===== config.mk =====
export PLATFORM = sky130hd
export DESIGN_NAME = display_lane_allocator_unit_flat
export DESIGN_NICKNAME = d
export VERILOG_FILES = /design/src/sv/dla_pkg.sv /design/src/sv/dla_if.sv /design/src/sv/display_lane_allocator_unit.sv /design/src/flat_wrapper.sv
export SDC_FILE = /design/constraint.sdc
export NUM_CORES = 1
export LEC_CHECK = 0
export ABC_AREA = 1
export CAP_MARGIN = 20
export CORE_MARGIN = 5
export CORE_UTILIZATION = 56
export CTS_CLUSTER_SIZE = 12
export DETAILED_ROUTE_END_ITERATION = 8
export DONT_BUFFER_PORTS = 1
export PLACE_DENSITY = 0.71
export SLEW_MARGIN = 20
export SYNTH_ARGS = -nofsm -noshare
export SYNTH_HDL_FRONTEND = slang
export SYNTH_SLANG_ARGS = --single-unit

===== constraint.sdc =====
create_clock -name i_clk -period 6.9 [get_ports i_clk]
set_input_delay 0.69 -clock i_clk [delete_from_list [all_inputs] [get_ports i_clk]]
set_output_delay 0.69 -clock i_clk [all_outputs]
set_load 0.03 [all_outputs]

===== src/sv/dla_pkg.sv =====
// Shared constants, codes and types of the display lane allocator.
package dla_pkg;

    localparam int OPCODE_W        = 3;
    localparam int LANE_IDX_W      = 6;
    localparam int STATUS_W        = 2;
    localparam int LINES_W         = 7;
    localparam int SEED_W          = 16;
    localparam int LFSR_W          = 16;

    localparam int DEF_MAX_LANES   = 64;
    localparam int DEF_PROBE_TRIES = 6;
    localparam int HALF_PROBES     = 3;
    localparam int SCAN_W          = 8;

    localparam logic [LINES_W-1:0] LINES_RESET = 7'd64;
    localparam logic [SEED_W-1:0]  SEED_RESET  = 16'd1;

    localparam int APB_ADDR_W = 3;
    localparam int APB_DATA_W = 32;

    // Register index, taken from paddr[2].
    localparam logic REG_LINES = 1'b0;
    localparam logic REG_SEED  = 1'b1;

    localparam logic [OPCODE_W-1:0] OP_ALLOC_MOVING = 3'd0;
    localparam logic [OPCODE_W-1:0] OP_ALLOC_TOP    = 3'd1;
    localparam logic [OPCODE_W-1:0] OP_ALLOC_BOTTOM = 3'd2;
    localparam logic [OPCODE_W-1:0] OP_FREE_MOVING  = 3'd3;
    localparam logic [OPCODE_W-1:0] OP_FREE_FIXED   = 3'd4;

    localparam logic [STATUS_W-1:0] STAT_GRANTED = 2'd0;
    localparam logic [STATUS_W-1:0] STAT_NONE    = 2'd1;
    localparam logic [STATUS_W-1:0] STAT_FREED   = 2'd2;
    localparam logic [STATUS_W-1:0] STAT_RANGE   = 2'd3;

    typedef enum logic [2:0] {
        ST_IDLE,
        ST_EXEC,
        ST_STEP,
        ST_DIV,
        ST_PROBE,
        ST_SCAN,
        ST_RESULT
    } t_state;

    // Fibonacci LFSR, taps 16,14,13,11, shifting right.
    function automatic logic [LFSR_W-1:0] lfsr_next(input logic [LFSR_W-1:0] v);
        return {v[0] ^ v[2] ^ v[3] ^ v[5], v[LFSR_W-1:1]};
    endfunction

endpackage


===== src/sv/dla_if.sv =====
// Request and response channel interfaces of the display lane allocator.
interface dla_req_if import dla_pkg::*; ();
    logic                  valid;
    logic                  ready;
    logic [OPCODE_W-1:0]   opcode;
    logic [LANE_IDX_W-1:0] lane_index;

    modport source (output valid, output opcode, output lane_index, input ready);
    modport sink   (input valid, input opcode, input lane_index, output ready);
endinterface

interface dla_rsp_if import dla_pkg::*; ();
    logic                  valid;
    logic                  ready;
    logic [LANE_IDX_W-1:0] granted_lane;
    logic [STATUS_W-1:0]   status;

    modport source (output valid, output granted_lane, output status, input ready);
    modport sink   (input valid, input granted_lane, input status, output ready);
endinterface


===== src/sv/display_lane_allocator_unit.sv =====
// Display lane allocator: moving and fixed lane busy maps with a sequenced probe unit.
//
// One request is taken at a time; i_req.ready is high only while the block is idle.
// A moving allocation steps the LFSR and reduces it modulo the probe range with a
// shared restoring remainder unit, one bit per cycle; each probe is one LFSR step,
// one remainder step per dividend bit and one busy check, and a request makes up to
// PROBE_TRIES probes. Top and bottom allocations scan the fixed map eight lanes per
// cycle until a free lane or the end of the range is found. Frees and unknown opcodes
// pass through the execute state. The response sits in an output register, so a new
// request may be accepted while the previous response waits for o_rsp.ready.
module display_lane_allocator_unit import dla_pkg::*; #(
    parameter int MAX_LANES   = DEF_MAX_LANES,
    parameter int PROBE_TRIES = DEF_PROBE_TRIES
) (
    input  logic                  i_clk,
    input  logic                  i_rst_n,
    dla_req_if.sink               i_req,
    dla_rsp_if.source             o_rsp,
    input  logic                  psel,
    input  logic                  penable,
    input  logic                  pwrite,
    input  logic [APB_ADDR_W-1:0] paddr,
    input  logic [APB_DATA_W-1:0] pwdata,
    output logic [APB_DATA_W-1:0] prdata,
    output logic                  pready
);

    localparam int LANE_W     = $clog2(MAX_LANES);
    localparam int NCHUNK     = (MAX_LANES + SCAN_W - 1) / SCAN_W;
    localparam int CHUNK_W    = (NCHUNK > 1) ? $clog2(NCHUNK) : 1;
    localparam int PAD_W      = NCHUNK * SCAN_W;
    localparam int SCAN_IDX_W = $clog2(SCAN_W);
    localparam int TRY_W      = $clog2(PROBE_TRIES + 1);
    localparam int BIT_W      = $clog2(LFSR_W);

    t_state                  r_state, n_state;
    logic [LINES_W-1:0]      r_lines;
    logic [SEED_W-1:0]       r_seed;
    logic [LFSR_W-1:0]       r_lfsr;
    logic [MAX_LANES-1:0]    r_moving_busy;
    logic [MAX_LANES-1:0]    r_fixed_busy;
    logic [OPCODE_W-1:0]     r_op;
    logic [LANE_IDX_W-1:0]   r_idx;
    logic [TRY_W-1:0]        r_try;
    logic [LINES_W-1:0]      r_range;
    logic [LINES_W-1:0]      r_rem;
    logic [LFSR_W-1:0]       r_dvd;
    logic [BIT_W-1:0]        r_bit;
    logic [CHUNK_W-1:0]      r_chunk;
    logic [LANE_W-1:0]       r_res_lane;
    logic [STATUS_W-1:0]     r_res_status;
    logic                    r_out_valid;
    logic [LANE_IDX_W-1:0]   r_out_lane;
    logic [STATUS_W-1:0]     r_out_status;

    logic                    w_accept;
    logic                    w_out_load;
    logic                    w_cfg_wr;
    logic [LINES_W-1:0]      w_n;
    logic [LFSR_W-1:0]       w_lfsr_step;
    logic [LINES_W:0]        w_trial;
    logic                    w_trial_ge;
    logic [LINES_W-1:0]      w_rem_next;
    logic [LANE_W-1:0]       w_probe_lane;
    logic                    w_probe_busy;
    logic                    w_last_try;
    logic [PAD_W-1:0]        w_fixed_pad;
    logic [SCAN_W-1:0]       w_chunk_bits;
    logic [SCAN_W-1:0]       w_avail;
    logic [SCAN_IDX_W-1:0]   w_pick;
    logic                    w_scan_hit;
    logic [LANE_W-1:0]       w_scan_lane;
    logic                    w_scan_end;
    logic                    w_idx_ok;
    logic [LANE_W-1:0]       w_free_lane;
    logic [CHUNK_W-1:0]      w_bottom_start;

    // Lane count saturated to 2 .. MAX_LANES.
    always_comb begin
        if (r_lines < LINES_W'(2)) begin
            w_n = LINES_W'(2);
        end else if (32'(r_lines) > MAX_LANES) begin
            w_n = LINES_W'(MAX_LANES);
        end else begin
            w_n = r_lines;
        end
    end

    assign w_lfsr_step = lfsr_next(r_lfsr);

    // Restoring remainder step: one dividend bit per cycle.
    assign w_trial    = {r_rem, r_dvd[LFSR_W-1]};
    assign w_trial_ge = w_trial >= {1'b0, r_range};
    assign w_rem_next = w_trial_ge ? LINES_W'(w_trial - {1'b0, r_range})
                                   : w_trial[LINES_W-1:0];

    assign w_probe_lane = LANE_W'(r_rem);
    assign w_probe_busy = r_moving_busy[w_probe_lane];
    assign w_last_try   = (32'(r_try) + 1) >= PROBE_TRIES;

    // Fixed map scan, one group of eight lanes per cycle.
    assign w_fixed_pad  = PAD_W'(r_fixed_busy);
    assign w_chunk_bits = w_fixed_pad[{r_chunk, {SCAN_IDX_W{1'b0}}} +: SCAN_W];

    always_comb begin
        for (int k = 0; k < SCAN_W; k++) begin
            w_avail[k] = !w_chunk_bits[k]
                && (16'({r_chunk, SCAN_IDX_W'(k)}) < 16'(w_n));
        end
    end

    always_comb begin
        w_pick = '0;
        if (r_op == OP_ALLOC_TOP) begin
            for (int k = SCAN_W - 1; k >= 0; k--) begin
                if (w_avail[k]) begin
                    w_pick = SCAN_IDX_W'(k);
                end
            end
        end else begin
            for (int k = 0; k < SCAN_W; k++) begin
                if (w_avail[k]) begin
                    w_pick = SCAN_IDX_W'(k);
                end
            end
        end
    end

    assign w_scan_hit  = |w_avail;
    assign w_scan_lane = LANE_W'({r_chunk, w_pick});
    assign w_scan_end  = (r_op == OP_ALLOC_TOP)
        ? ((16'({r_chunk, {SCAN_IDX_W{1'b0}}}) + 16'(SCAN_W)) >= 16'(w_n))
        : (r_chunk == '0);
    assign w_bottom_start = CHUNK_W'((w_n - LINES_W'(1)) >> SCAN_IDX_W);

    assign w_idx_ok    = {1'b0, r_idx} < w_n;
    assign w_free_lane = LANE_W'(r_idx);

    // Handshake and strobe outputs of the sequencer.
    always_comb begin
        i_req.ready = (r_state == ST_IDLE);
        w_out_load  = (r_state == ST_RESULT) && (!r_out_valid || o_rsp.ready);
        w_cfg_wr    = psel && penable && pwrite;
    end

    assign w_accept = i_req.valid && i_req.ready;

    always_comb begin
        n_state = r_state;
        unique case (r_state)
            ST_IDLE: begin
                if (w_accept) begin
                    unique case (i_req.opcode)
                        OP_ALLOC_MOVING: n_state = ST_STEP;
                        OP_ALLOC_TOP:    n_state = ST_SCAN;
                        OP_ALLOC_BOTTOM: n_state = ST_SCAN;
                        default:         n_state = ST_EXEC;
                    endcase
                end
            end
            ST_EXEC:  n_state = ST_RESULT;
            ST_STEP:  n_state = ST_DIV;
            ST_DIV: begin
                if (r_bit == '1) begin
                    n_state = ST_PROBE;
                end
            end
            ST_PROBE: begin
                if (!w_probe_busy || w_last_try) begin
                    n_state = ST_RESULT;
                end else begin
                    n_state = ST_STEP;
                end
            end
            ST_SCAN: begin
                if (w_scan_hit || w_scan_end) begin
                    n_state = ST_RESULT;
                end
            end
            ST_RESULT: begin
                if (w_out_load) begin
                    n_state = ST_IDLE;
                end
            end
            default:  n_state = ST_IDLE;
        endcase
    end

    // Control state, maps and configuration.
    always_ff @(posedge i_clk) begin
        if (!i_rst_n) begin
            r_state       <= ST_IDLE;
            r_lines       <= LINES_RESET;
            r_seed        <= SEED_RESET;
            r_lfsr        <= SEED_RESET;
            r_moving_busy <= '0;
            r_fixed_busy  <= '0;
            r_out_valid   <= 1'b0;
        end else begin
            r_state <= n_state;

            if (w_cfg_wr && paddr[2] == REG_SEED) begin
                r_seed <= pwdata[SEED_W-1:0];
                r_lfsr <= (pwdata[SEED_W-1:0] == '0) ? LFSR_W'(1) : pwdata[SEED_W-1:0];
            end else if (r_state == ST_STEP) begin
                r_lfsr <= w_lfsr_step;
            end
            if (w_cfg_wr && paddr[2] == REG_LINES) begin
                r_lines <= pwdata[LINES_W-1:0];
            end

            if (r_state == ST_PROBE && !w_probe_busy) begin
                r_moving_busy[w_probe_lane] <= 1'b1;
            end
            if (r_state == ST_SCAN && w_scan_hit) begin
                r_fixed_busy[w_scan_lane] <= 1'b1;
            end
            if (r_state == ST_EXEC && w_idx_ok) begin
                if (r_op == OP_FREE_MOVING) begin
                    r_moving_busy[w_free_lane] <= 1'b0;
                end else if (r_op == OP_FREE_FIXED) begin
                    r_fixed_busy[w_free_lane] <= 1'b0;
                end
            end

            if (w_out_load) begin
                r_out_valid <= 1'b1;
            end else if (o_rsp.ready) begin
                r_out_valid <= 1'b0;
            end
        end
    end

    // Working registers of the request in flight.
    always_ff @(posedge i_clk) begin
        case (r_state)
            ST_IDLE: begin
                if (w_accept) begin
                    r_op         <= i_req.opcode;
                    r_idx        <= i_req.lane_index;
                    r_try        <= '0;
                    r_res_lane   <= '0;
                    r_res_status <= STAT_NONE;
                    r_chunk      <= (i_req.opcode == OP_ALLOC_BOTTOM) ? w_bottom_start : '0;
                end
            end
            ST_EXEC: begin
                case (r_op) inside
                    OP_FREE_MOVING, OP_FREE_FIXED:
                        r_res_status <= w_idx_ok ? STAT_FREED : STAT_RANGE;
                    default:
                        r_res_status <= STAT_NONE;
                endcase
            end
            ST_STEP: begin
                r_range <= (32'(r_try) < HALF_PROBES) ? (w_n >> 1) : w_n;
                r_dvd   <= w_lfsr_step;
                r_rem   <= '0;
                r_bit   <= '0;
            end
            ST_DIV: begin
                r_rem <= w_rem_next;
                r_dvd <= {r_dvd[LFSR_W-2:0], 1'b0};
                r_bit <= r_bit + BIT_W'(1);
            end
            ST_PROBE: begin
                if (!w_probe_busy) begin
                    r_res_lane   <= w_probe_lane;
                    r_res_status <= STAT_GRANTED;
                end else begin
                    r_try <= r_try + TRY_W'(1);
                end
            end
            ST_SCAN: begin
                if (w_scan_hit) begin
                    r_res_lane   <= w_scan_lane;
                    r_res_status <= STAT_GRANTED;
                end else if (r_op == OP_ALLOC_TOP) begin
                    r_chunk <= r_chunk + CHUNK_W'(1);
                end else begin
                    r_chunk <= r_chunk - CHUNK_W'(1);
                end
            end
            default: begin
            end
        endcase

        if (w_out_load) begin
            r_out_lane   <= LANE_IDX_W'(r_res_lane);
            r_out_status <= r_res_status;
        end
    end

    assign o_rsp.valid        = r_out_valid;
    assign o_rsp.granted_lane = r_out_lane;
    assign o_rsp.status       = r_out_status;

    assign pready = 1'b1;

    always_comb begin
        unique case (paddr[2])
            REG_SEED:  prdata = APB_DATA_W'(r_seed);
            REG_LINES: prdata = APB_DATA_W'(r_lines);
            default:   prdata = '0;
        endcase
    end

endmodule


===== src/flat_wrapper.sv =====
// flat-port wrapper written by rule: the top's interface ports become plain ports
module display_lane_allocator_unit_flat import dla_pkg::*;
#(
    parameter int MAX_LANES   = DEF_MAX_LANES,
    parameter int PROBE_TRIES = DEF_PROBE_TRIES
)
  (i_clk, i_rst_n, psel, penable, pwrite, paddr, pwdata, prdata, pready, i_req_valid, i_req_opcode, i_req_lane_index, i_req_ready, o_rsp_valid, o_rsp_granted_lane, o_rsp_status, o_rsp_ready);
  dla_req_if i_req_i ();
  dla_rsp_if o_rsp_i ();
  input  logic i_clk;
  input  logic i_rst_n;
  input  logic psel;
  input  logic penable;
  input  logic pwrite;
  input  logic [APB_ADDR_W-1:0] paddr;
  input  logic [APB_DATA_W-1:0] pwdata;
  output logic [APB_DATA_W-1:0] prdata;
  output logic pready;
  input wire logic [$bits(i_req_i.valid)-1:0] i_req_valid;
  input wire logic [$bits(i_req_i.opcode)-1:0] i_req_opcode;
  input wire logic [$bits(i_req_i.lane_index)-1:0] i_req_lane_index;
  output wire logic [$bits(i_req_i.ready)-1:0] i_req_ready;
  output wire logic [$bits(o_rsp_i.valid)-1:0] o_rsp_valid;
  output wire logic [$bits(o_rsp_i.granted_lane)-1:0] o_rsp_granted_lane;
  output wire logic [$bits(o_rsp_i.status)-1:0] o_rsp_status;
  input wire logic [$bits(o_rsp_i.ready)-1:0] o_rsp_ready;
  assign i_req_i.valid = i_req_valid;
  assign i_req_i.opcode = i_req_opcode;
  assign i_req_i.lane_index = i_req_lane_index;
  assign i_req_ready = i_req_i.ready;
  assign o_rsp_valid = o_rsp_i.valid;
  assign o_rsp_granted_lane = o_rsp_i.granted_lane;
  assign o_rsp_status = o_rsp_i.status;
  assign o_rsp_i.ready = o_rsp_ready;
  display_lane_allocator_unit #(.MAX_LANES(MAX_LANES), .PROBE_TRIES(PROBE_TRIES)) u_core (.i_clk(i_clk), .i_rst_n(i_rst_n), .i_req(i_req_i), .o_rsp(o_rsp_i), .psel(psel), .penable(penable), .pwrite(pwrite), .paddr(paddr), .pwdata(pwdata), .prdata(prdata), .pready(pready));
endmodule

# Word-level counts from Yosys, hierarchy flattened
# Cells that the tools add are included.
# classes
n_addsub,8
order_cmp,21
n_eq_ne,20
n_shift,1
muxes,72
bitwise_logic,9
n_reduce_logical,53
# ops
cell,n
2-to-1 mux 64 bit,9
AND 64 bit,2
OR 64 bit,2
2-to-1 mux 3 bit,24
inverter 64 bit,1
one-hot mux 32 bit (2 select lines),1
variable part select 64 x 7 -> 8 bit,1
< comparator 6 x 7 -> 1 bit,9
2-to-1 mux 16 bit,3
>= comparator 32 x 3 -> 1 bit (second input constant),1
one-hot mux 16 bit (2 select lines),1
2-to-1 mux 6 bit,4
< comparator 6 x 7 -> 1 bit (second input constant),3
2-to-1 mux 7 bit,3
one-hot mux 3 bit (7 select lines),1
logical AND 1 bit,20
demux 1 bit (select 6 bit),3
>= comparator 6 x 1 -> 1 bit (second input constant),3
one-hot mux 3 bit (2 select lines),3
one-hot mux 6 bit (3 select lines),1
logical NOT 16 bit,1
one-hot mux 7 bit (2 select lines),1
equality test 3 x 2 -> 1 bit (second input constant),4
equality test 3 bit (second input constant),4
34 further kinds,79
# totals
reg_bits,236
out_inout_bits,43
wordCells,204

# Depth between registers and ports, before layout
# Gate-level depths: netlist (run 1).
# logic_depth
word_depth,25
depth_mapped,25
mapped_depth_nobuf,24

# Worst setup path before layout (run 1)
# OpenSTA, ideal clock, no wires.
# synth_path
kind,register to register
startpoint,reg u_core.r_state[1]
endpoint,reg u_core.r_lfsr[6]
setup_time_ns,0.095
t_arrival_ns,3.032
required_ns,6.805
setup_slack_ns,3.773
path_stages_with_launch,9
period_less_slack_ns,3.127
path_cell_list,dfxtp_1 -> clkbuf_1 -> inv_1 -> nor2_1 -> nand2_1 -> inv_1 -> nor2_1 -> clkbuf_1 -> a221oi_1
# synth_between
elab_chain_cells,2
# synth_rtl
element,line,rtl
start: declaration,display_lane_allocator_unit.sv:36,"t_state r_state, n_state;"
start signal: assignment,display_lane_allocator_unit.sv:200,r_state <= n_state;
equality test 3 x 2 -> 1 bit,display_lane_allocator_unit.sv:205,end else if (r_state == ST_STEP) begin
nonzero test 2 bit (no line),-,
end signal: assignment,display_lane_allocator_unit.sv:204,r_lfsr <= (pwdata[SEED_W-1:0] == '0) ? LFSR_W'(1) : pwdata[SEED_W-1:0];
end signal: assignment,display_lane_allocator_unit.sv:206,r_lfsr <= w_lfsr_step;
end: declaration,display_lane_allocator_unit.sv:39,logic [LFSR_W-1:0] r_lfsr;
# Every way passes these cells.
# A chain may end at the register's enable or synchronous reset.

# Worst setup path after layout (run 1)
# layout_path
startpoint,reg u_core.r_chunk[0]
endpoint,reg u_core.r_res_lane[0] (data pin)
# layout_between
elab_chain_cells,14
elab_cells_between_ends,43
# layout_rtl
element,line,rtl
start: declaration,display_lane_allocator_unit.sv:49,logic [CHUNK_W-1:0] r_chunk;
start signal: assignment,display_lane_allocator_unit.sv:244,r_chunk <= (i_req.opcode == OP_ALLOC_BOTTOM) ? w_bottom_start : '0;
start signal: assignment,display_lane_allocator_unit.sv:279,r_chunk <= r_chunk + CHUNK_W'(1);
start signal: assignment,display_lane_allocator_unit.sv:281,r_chunk <= r_chunk - CHUNK_W'(1);
variable part select 64 x 7 -> 8 bit,display_lane_allocator_unit.sv:103,"assign w_chunk_bits = w_fixed_pad[{r_chunk, {SCAN_IDX_W{1'b0}}} +: SCAN_W];"
logical NOT 1 bit,display_lane_allocator_unit.sv:107,w_avail[k] = !w_chunk_bits[k]
logical AND 1 bit,display_lane_allocator_unit.sv:108,"&& (16'({r_chunk, SCAN_IDX_W'(k)}) < 16'(w_n));"
2-to-1 mux 3 bit (8 in a row),display_lane_allocator_unit.sv:116,if (w_avail[k]) begin
2-to-1 mux 3 bit (*),display_lane_allocator_unit.sv:114,if (r_op == OP_ALLOC_TOP) begin
2-to-1 mux 6 bit (*),display_lane_allocator_unit.sv:275,if (w_scan_hit) begin
one-hot mux 6 bit (3 select lines) (*),display_lane_allocator_unit.sv:236,case (r_state)
end signal: assignment,display_lane_allocator_unit.sv:268,r_res_lane <= w_probe_lane;
end signal: assignment,display_lane_allocator_unit.sv:276,r_res_lane <= w_scan_lane;
end: declaration,display_lane_allocator_unit.sv:50,logic [LANE_W-1:0] r_res_lane;
# Every way passes the cells marked *; elsewhere a longest branch is shown, timed or not. The select of a mux whose other input is x is not followed.

==> results.py, run 1 <==
metrics = {
    "clock_tree": {
        "htreeDepth": 1,
        "ctsResizeCount": 0,
        "numCtsBuffers": 26,
        "post_cts_buffers": 0,
        "clkLatencyLatePin_ps": 540,
        "cts_root_buffer": "clkbuf_16",
        "clockBufferDepth": 3,
        "cts_hold_buf": 0,
        "clk_pin_slew_ps": 60,
        "tritoncts": "built",
        "clock-sinks": 236,
    },
    "timing": {
        "fmax_mhz": 241,
        "slew_violations": 0,
        "timing.final.hold_violations": 0,
        "worst_slack_ps": 2740,
        "worst_pin_slew_ps": 1120,
        "fin_crit_sh_pct": 60.2,
        "max-slew-margin-rel_pct": 25.2,
        "fin_skew_ps": 9.10,
        "rsz0062_at_grt": "false",
        "period_needed_ps": 4160,
        "totalNegativeSetupSlack_ps": 0,
        "finalSetupViolations": 0,
    },
    "detailed_routing": {
        "drt_wl_total_um": 38800,
        "wl_per_cell_um": 18.2,
        "viasPerCell": 5.96,
        "vias": 12700,
        "drt-met1-wl_um": 17700,
        "firstDrtPassIters": 5,
        "drt_iter0_drc": 1585,
        "routed.top_layer": "met4",
        "met3_wirelength_um": 3890,
        "route.met2.wl_um": 16400,
        "antenna_left": 0,
        "drcViolationCount": 0,
    },
    "pwr": {
        "ir_worst_vdd_mv": 0.195,
        "sw_frac_of_total_pct": 42.6,
        "intPower_mw": 2.91,
        "leakagePower_nw": 5.09,
        "p_comb_share_pct": 36.3,
        "p_switching_mw": 2.16,
        "power_density_nw_per_um2": 357,
        "pwr-share-seq_pct": 36.4,
        "pwr-share-clk_pct": 27.3,
        "p_total_mw": 5.07,
    },
    "die": {
        "fp.coreArea_um2": 23600,
        "num_rows": 56,
        "die_x_um": 165,
        "io_pins": 94,
        "die_h_um": 165,
        "initial_core_util_pct": 57.1,
        "die-area_um2": 27300,
    },
    "yosys": {
        "yosys_warnings": 0,
        "syn_avg_cell_area_um2": 7.23,
        "netlist_instances": 1865,
        "ys_ff_latch": 236,
        "syn_area_um2": 13500,
        "async_flop_share_pct": 0,
        "yosysUniqueCellTypes": 46,
        "synth-edff-count": 65,
        "ys_seq_area_share_pct": 39.9,
        "synthFlopType": "dfxtp_1",
    },
    "finish": {
        "nets": 1873,
        "diodes": 0,
        "drive_gt1_share_pct": 5.84,
        "syn_to_final_growth_pct": 5.31,
        "fillers": 2246,
    },
    "placed_design": {
        "post-place-ws_ps": 2890,
        "io_buffers": 0,
        "dpl.hpwl_um": 26700,
        "gp_congestion": 0.950,
    },
    "setup_path": {
        "crit_arrival_ps": 4510,
        "required_ps": 7250,
        "worstSetupEndpointType": "register",
        "worst_setup_path_start_kind": "register",
        "path_max_fanout": 51,
        "path_class": "register to register",
    },
    "run": {
        "drv_cap": 0,
    },
    "worst_hold_path": {
        "hp-class": "input port to register",
    },
    "global_route": {
        "track_usage_pct": 28.2,
        "grt_start_max_net_pins": 138,
        "gr-total-overflow": 0,
        "grt_pass1_wl_um": 61700,
        "grt_pass1_vias": 11300,
        "antenna_found_initial": 0,
    },
    "outcome": {
        "status": "finished, final reports clean",
    },
}
[sequential cells by signal (all words and copies together) (netlist names), 4 cells and up]
signal                     cells
u_core.r_seed                 16
u_core.o_rsp.granted_lane      6
u_core.r_range                 7
u_core.r_moving_busy          64
u_core.r_res_lane              6
u_core.r_idx                   6
u_core.r_fixed_busy           64
u_core.r_lines                 7
u_core.r_lfsr                 16
u_core.r_bit                   4
u_core.r_rem                   7
u_core.r_dvd                  16
[Yosys cell counts, types with 23 or more instances]
| cell type | instances | area share, % |
|---|---|---|
| ha_1 | 25 | 2.3 |
| nand2_1 | 376 | 10 |
| inv_1 | 222 | 6.2 |
| a31oi_1 | 64 | 3.0 |
| edfxtp_1 | 65 | 14 |
| nor2_1 | 140 | 3.9 |
| nand4_1 | 105 | 4.9 |
| o21bai_1 | 28 | 1.6 |
| o21ai_0 | 161 | 6.0 |
| buf_4 | 28 | 1.6 |
| clkbuf_1 | 62 | 1.7 |
| a21oi_1 | 116 | 4.3 |
| o21ai_1 | 23 | 0.85 |
| nand3_1 | 68 | 2.5 |
| o22ai_1 | 30 | 1.4 |
| nor3_1 | 30 | 1.1 |
| dfxtp_1 | 171 | 25 |
[final cells by class]
cell class	instances	area, um^2	share of cell area (%)
multi-input combinational	1272	6530	46.0
sequential	236	5380	37.9
inverter	244	918	6.47
clock buffer	42	782	5.51
tap	319	399	2.81
timing repair buffer	15	113	0.794
clock inverter	6	70.1	0.494
[through the flow]
step / instance area, um^2 / util (%) / std cells / hold WS (ps)
after detailed placement: 13300 / 56.5 / 2086 / 408
after floorplan: 13500 / - / 1880 / 400
final: 14200 / 60.1 / 2134 / 245
after CTS: 14200 / 60.1 / 2134 / 229
after global routing: 14200 / 60.1 / 2134 / 219
after global placement: 13300 / 56.5 / 2086 / 405
[power groups by stage]
stage / Sequential [mW] / Clock, mW / Combinational (mW)
floorplan: 1.80 / 0 / 1.48
detailed placement: 1.87 / 0 / 1.79
global placement: 1.86 / 0 / 1.76
finish: 1.85 / 1.38 / 1.84
global route: 1.86 / 1.46 / 2.03
CTS: 1.84 / 1.39 / 1.80
[cells by family after synthesis]
family,Yosys count,synth area share [%]
AOI/OAI and AO/OA,458,19.3
DFF,236,39.9
and+or+nand+nor,756,25.1
buffers and inverters,372,12.2
xor gates and xnor gates,14,0.910
adders and majority gates,27,2.62
other,2,0.0557
[metal layers]
layer / vias to the layer above / GRT usage (%)
li1: 6175 / -
met1: 5837 / 43.3
met2: 632 / 41.0
met3: 72 / 4.32
met4: 0 / 7.86
met5: - / 0
[cells in the final DEF (no fill, tap or decap), types with 8 or more instances in the layout]
cell type	netlist	layout
nand2_1	376	376
inv_1	222	220
dfxtp_1	171	171
o21ai_0	161	160
nor2_1	140	138
a21oi_1	116	116
nand4_1	105	105
nand3_1	68	66
edfxtp_1	65	65
a31oi_1	64	64
o22ai_1	30	30
nor3_1	30	29
o21bai_1	28	28
clkbuf_16	0	27
ha_1	25	25
o21ai_1	23	24
conb_1	2	17
buf_4	28	15
a221oi_1	14	14
inv_2	13	13
nand3_2	9	11
nor2_2	9	11
a22oi_1	11	11
clkbuf_1	62	10
clkinv_1	8	9
xor2_1	9	9
nand2_2	8	8
[path summary, 6_finish.rpt]
kind                                                     start                                     end  slack [ps]  depth (start not counted)
worst max-delay path               u_core.r_chunk[0]$_DFFE_PP_          u_core.r_res_lane[0]$_DFFE_PP_        2740                         17
worst min-delay path                       i_req_lane_index[2]               u_core.r_idx[2]$_DFFE_PP_         250                          0
worst max register to register     u_core.r_chunk[0]$_DFFE_PP_          u_core.r_res_lane[0]$_DFFE_PP_        2740                         17
worst min register to register  u_core.r_res_lane[1]$_DFFE_PP_  u_core.o_rsp.granted_lane[1]$_DFFE_PP_         420                          0
[critical path, stage by stage (launching register included)]
cell      delay, ps
edfxtp_1        320
buf_4           450
inv_1           540
ha_1            480
nor2_1          130
nand2_1          80
inv_1           130
nand2_1         100
nor2_2          110
nor2_1           70
o21ai_1         130
nand2_1          60
nand2_1          60
nand2_1          50
nand2_1          50
buf_4           330
nand2_2         520
o22ai_1         310
(Power assumes the default switching activity.)
==> inputs of run 2 (changes only) <==
Settings changed: PLACE_DENSITY 0.71 to 0.74.
Clock period 6.9 ns to 3.4 ns, I/O delays scaled along.
==> results.py, run 2 (synthesis results as in run 1) <==
metrics = {
    "outcome": {
        "status": "finished, final reports clean",
    },
    "setup_path": {
        "cp_top_family": "simple AND/OR/NAND/NOR gates",
        "r2r-start": "u_core.r_lines[1]$_SDFFE_PN0P_",
        "cpPeakStageDelay_ps": 350,
        "crit_top_cell": "nor2_2",
        "crit_chain": "nor2_2 -> nand3_1 -> nand2_2 -> inv_1 -> nor2_2 -> inv_2 -> ha_1 -> nor2_1 -> nand2_1 -> inv_1 -> a21oi_1 -> nand3_1 -> nand2_1 -> nor2_1 -> nand2_2 -> nor2_2 -> nand3b_1 -> a21oi_1 -> buf_4",
        "crit_start": "u_core.r_lines[1]$_SDFFE_PN0P_",
        "worst_setup_path_start_kind": "register",
        "worstSetupEndpointType": "register",
        "path_max_fanout": 6,
        "required_ps": 3650,
        "path_class": "register to register",
        "crit_arrival_ps": 3370,
        "worst_path_max_delay_cell": "dfxtp_1",
        "cp_num_buf_inv": 4,
    },
    "timing": {
        "fin_crit_sh_pct": 91.7,
        "whs_ps": 29.5,
        "fin_skew_ps": 17.9,
        "finalSetupViolations": 0,
        "worst_pin_slew_ps": 1050,
        "period_needed_ps": 3120,
        "worst_slack_ps": 283,
        "max-slew-margin-rel_pct": 28.9,
        "slew_violations": 0,
        "fmax_mhz": 321,
        "timing.final.hold_violations": 0,
    },
    "pwr": {
        "leakagePower_nw": 5.39,
        "ir_worst_vdd_mv": 0.504,
        "p_total_mw": 10.9,
        "power_density_nw_per_um2": 732,
    },
    "die": {
        "die_h_um": 165,
        "io_pins": 94,
        "fp.coreArea_um2": 23600,
        "initial_core_util_pct": 57.1,
        "die_x_um": 165,
        "die-area_um2": 27300,
        "num_rows": 56,
    },
    "clock_tree": {
        "clkLatencyLatePin_ps": 540,
        "tritoncts": "built",
        "htreeDepth": 1,
        "clock-sinks": 236,
        "numCtsBuffers": 27,
        "clk_pin_slew_ps": 60,
        "cts_root_buffer": "clkbuf_16",
        "clockBufferDepth": 3,
    },
    "detailed_routing": {
        "drt_iter0_drc": 1538,
        "antenna_left": 0,
        "wl_per_cell_um": 18.2,
        "firstDrtPassIters": 5,
        "vias": 13000,
        "drcViolationCount": 0,
        "viasPerCell": 5.92,
        "drt_wl_total_um": 39800,
    },
    "run": {
        "drv_cap": 0,
    },
    "global_route": {
        "grt_pass1_wl_um": 62900,
        "track_usage_pct": 28.7,
        "grt_pass1_vias": 11600,
        "gr-total-overflow": 0,
        "grt_start_max_net_pins": 110,
        "antenna_found_initial": 0,
    },
    "placed_design": {
        "gp_congestion": 0.943,
        "dpl.hpwl_um": 27400,
        "placed_area_um2": 13600,
        "post-place-ws_ps": 160,
        "io_buffers": 0,
    },
    "finish": {
        "final_common_cell": "nand2_1",
        "diodes": 0,
        "final_cell_area_um2": 14800,
        "syn_to_final_growth_pct": 10.1,
        "nets": 1928,
        "post-route-util_pct": 62.8,
        "final_cell_mix": "374 x nand2_1, 219 x inv_1, 171 x dfxtp_1, 161 x o21ai_0, 135 x nor2_1",
        "drive_gt1_share_pct": 7.91,
        "biggestRegsByFlops": "u_core.r_fixed_busy (64), u_core.r_moving_busy (64)",
    },
    "worst_hold_path": {
        "min_from": "i_rst_n",
        "hp-class": "input port to register",
    },
}
## run 2: changes by cell type in the layout (fill, tap and decap cells not counted), sizes merged
cell	delta
clkinvlp	+1
inv	+4
clkinv	-1
bufinv	+1
dlygate4sd3	+23
clkbuf	-3
buf	+31
## run 2: area by class of cell
| class | instances | area (um^2) |
|---|---|---|
| multi-input combinational | 1272 | 6590 |
| inverter | 244 | 918 |
| sequential | 236 | 5380 |
| clock inverter | 11 | 111 |
| fill | 2066 | 8780 |
| timing repair buffer | 69 | 666 |
| tap | 319 | 399 |
| clock buffer | 39 | 781 |
## run 2: timing repair
| item | in CTS | in global routing |
|---|---|---|
| endpoints found under the hold margin | 136 | 1 |
| buffers inserted | 0 | 3 |
| resized for setup | 0 | 18 |
| hold buffers | 23 | 1 |
| endpoints found under the setup margin | 0 | 77 |
## run 2: worst reg2reg max path, cell delays in order (launching register included)
cell and delay [ps]:
dfxtp_1 350, nor2_2 130, nand3_1 90, nand2_2 120, inv_1 70, nor2_2 110
inv_2 80, ha_1 310, nor2_1 50, nand2_1 80, inv_1 80, a21oi_1 190
nand3_1 170, nand2_1 160, nor2_1 80, nand2_2 120, nor2_2 60, nand3b_1 180
a21oi_1 200, buf_4 190
## run 2: through the flow
stage	instances	TNS [ps]
2_1_floorplan	1880	0
3_3_place_gp	2113	0
3_5_place_dp	2113	0
4_1_cts	2186	0
5_1_grt	2190	-9.47
6_report	2190	0
## run 2: layer usage
layer	track usage, %	routed length [um]	vias to the layer above
met1	41.7	16800	5939
met5	0	0	-
met2	44.8	17800	652
met4	7.79	1110	0
li1	-	-	6282
met3	4.37	4140	93
## run 2: power by group
| part | internal [mW] | switching (mW) | leakage [nW] |
|---|---|---|---|
| Sequential | 3.41 | 0.326 | 2.00 |
| Clock | 1.74 | 1.19 | 0.441 |
| Combinational | 1.14 | 3.07 | 2.95 |
| Total | 6.29 | 4.58 | 5.39 |
## run 2: path summary, 6_finish.rpt
| path | cells after the start | end | slack [ps] |
|---|---|---|---|
| setup reg to reg | 19 | u_core.r_res_lane[3]$_DFFE_PP_ | 280 |
| setup / recovery | 19 | u_core.r_res_lane[3]$_DFFE_PP_ | 280 |
| hold / removal | 2 | u_core.r_fixed_busy[31]$_SDFF_PN0_ | 30 |
| hold reg to reg | 0 | u_core.o_rsp.granted_lane[5]$_DFFE_PP_ | 420 |
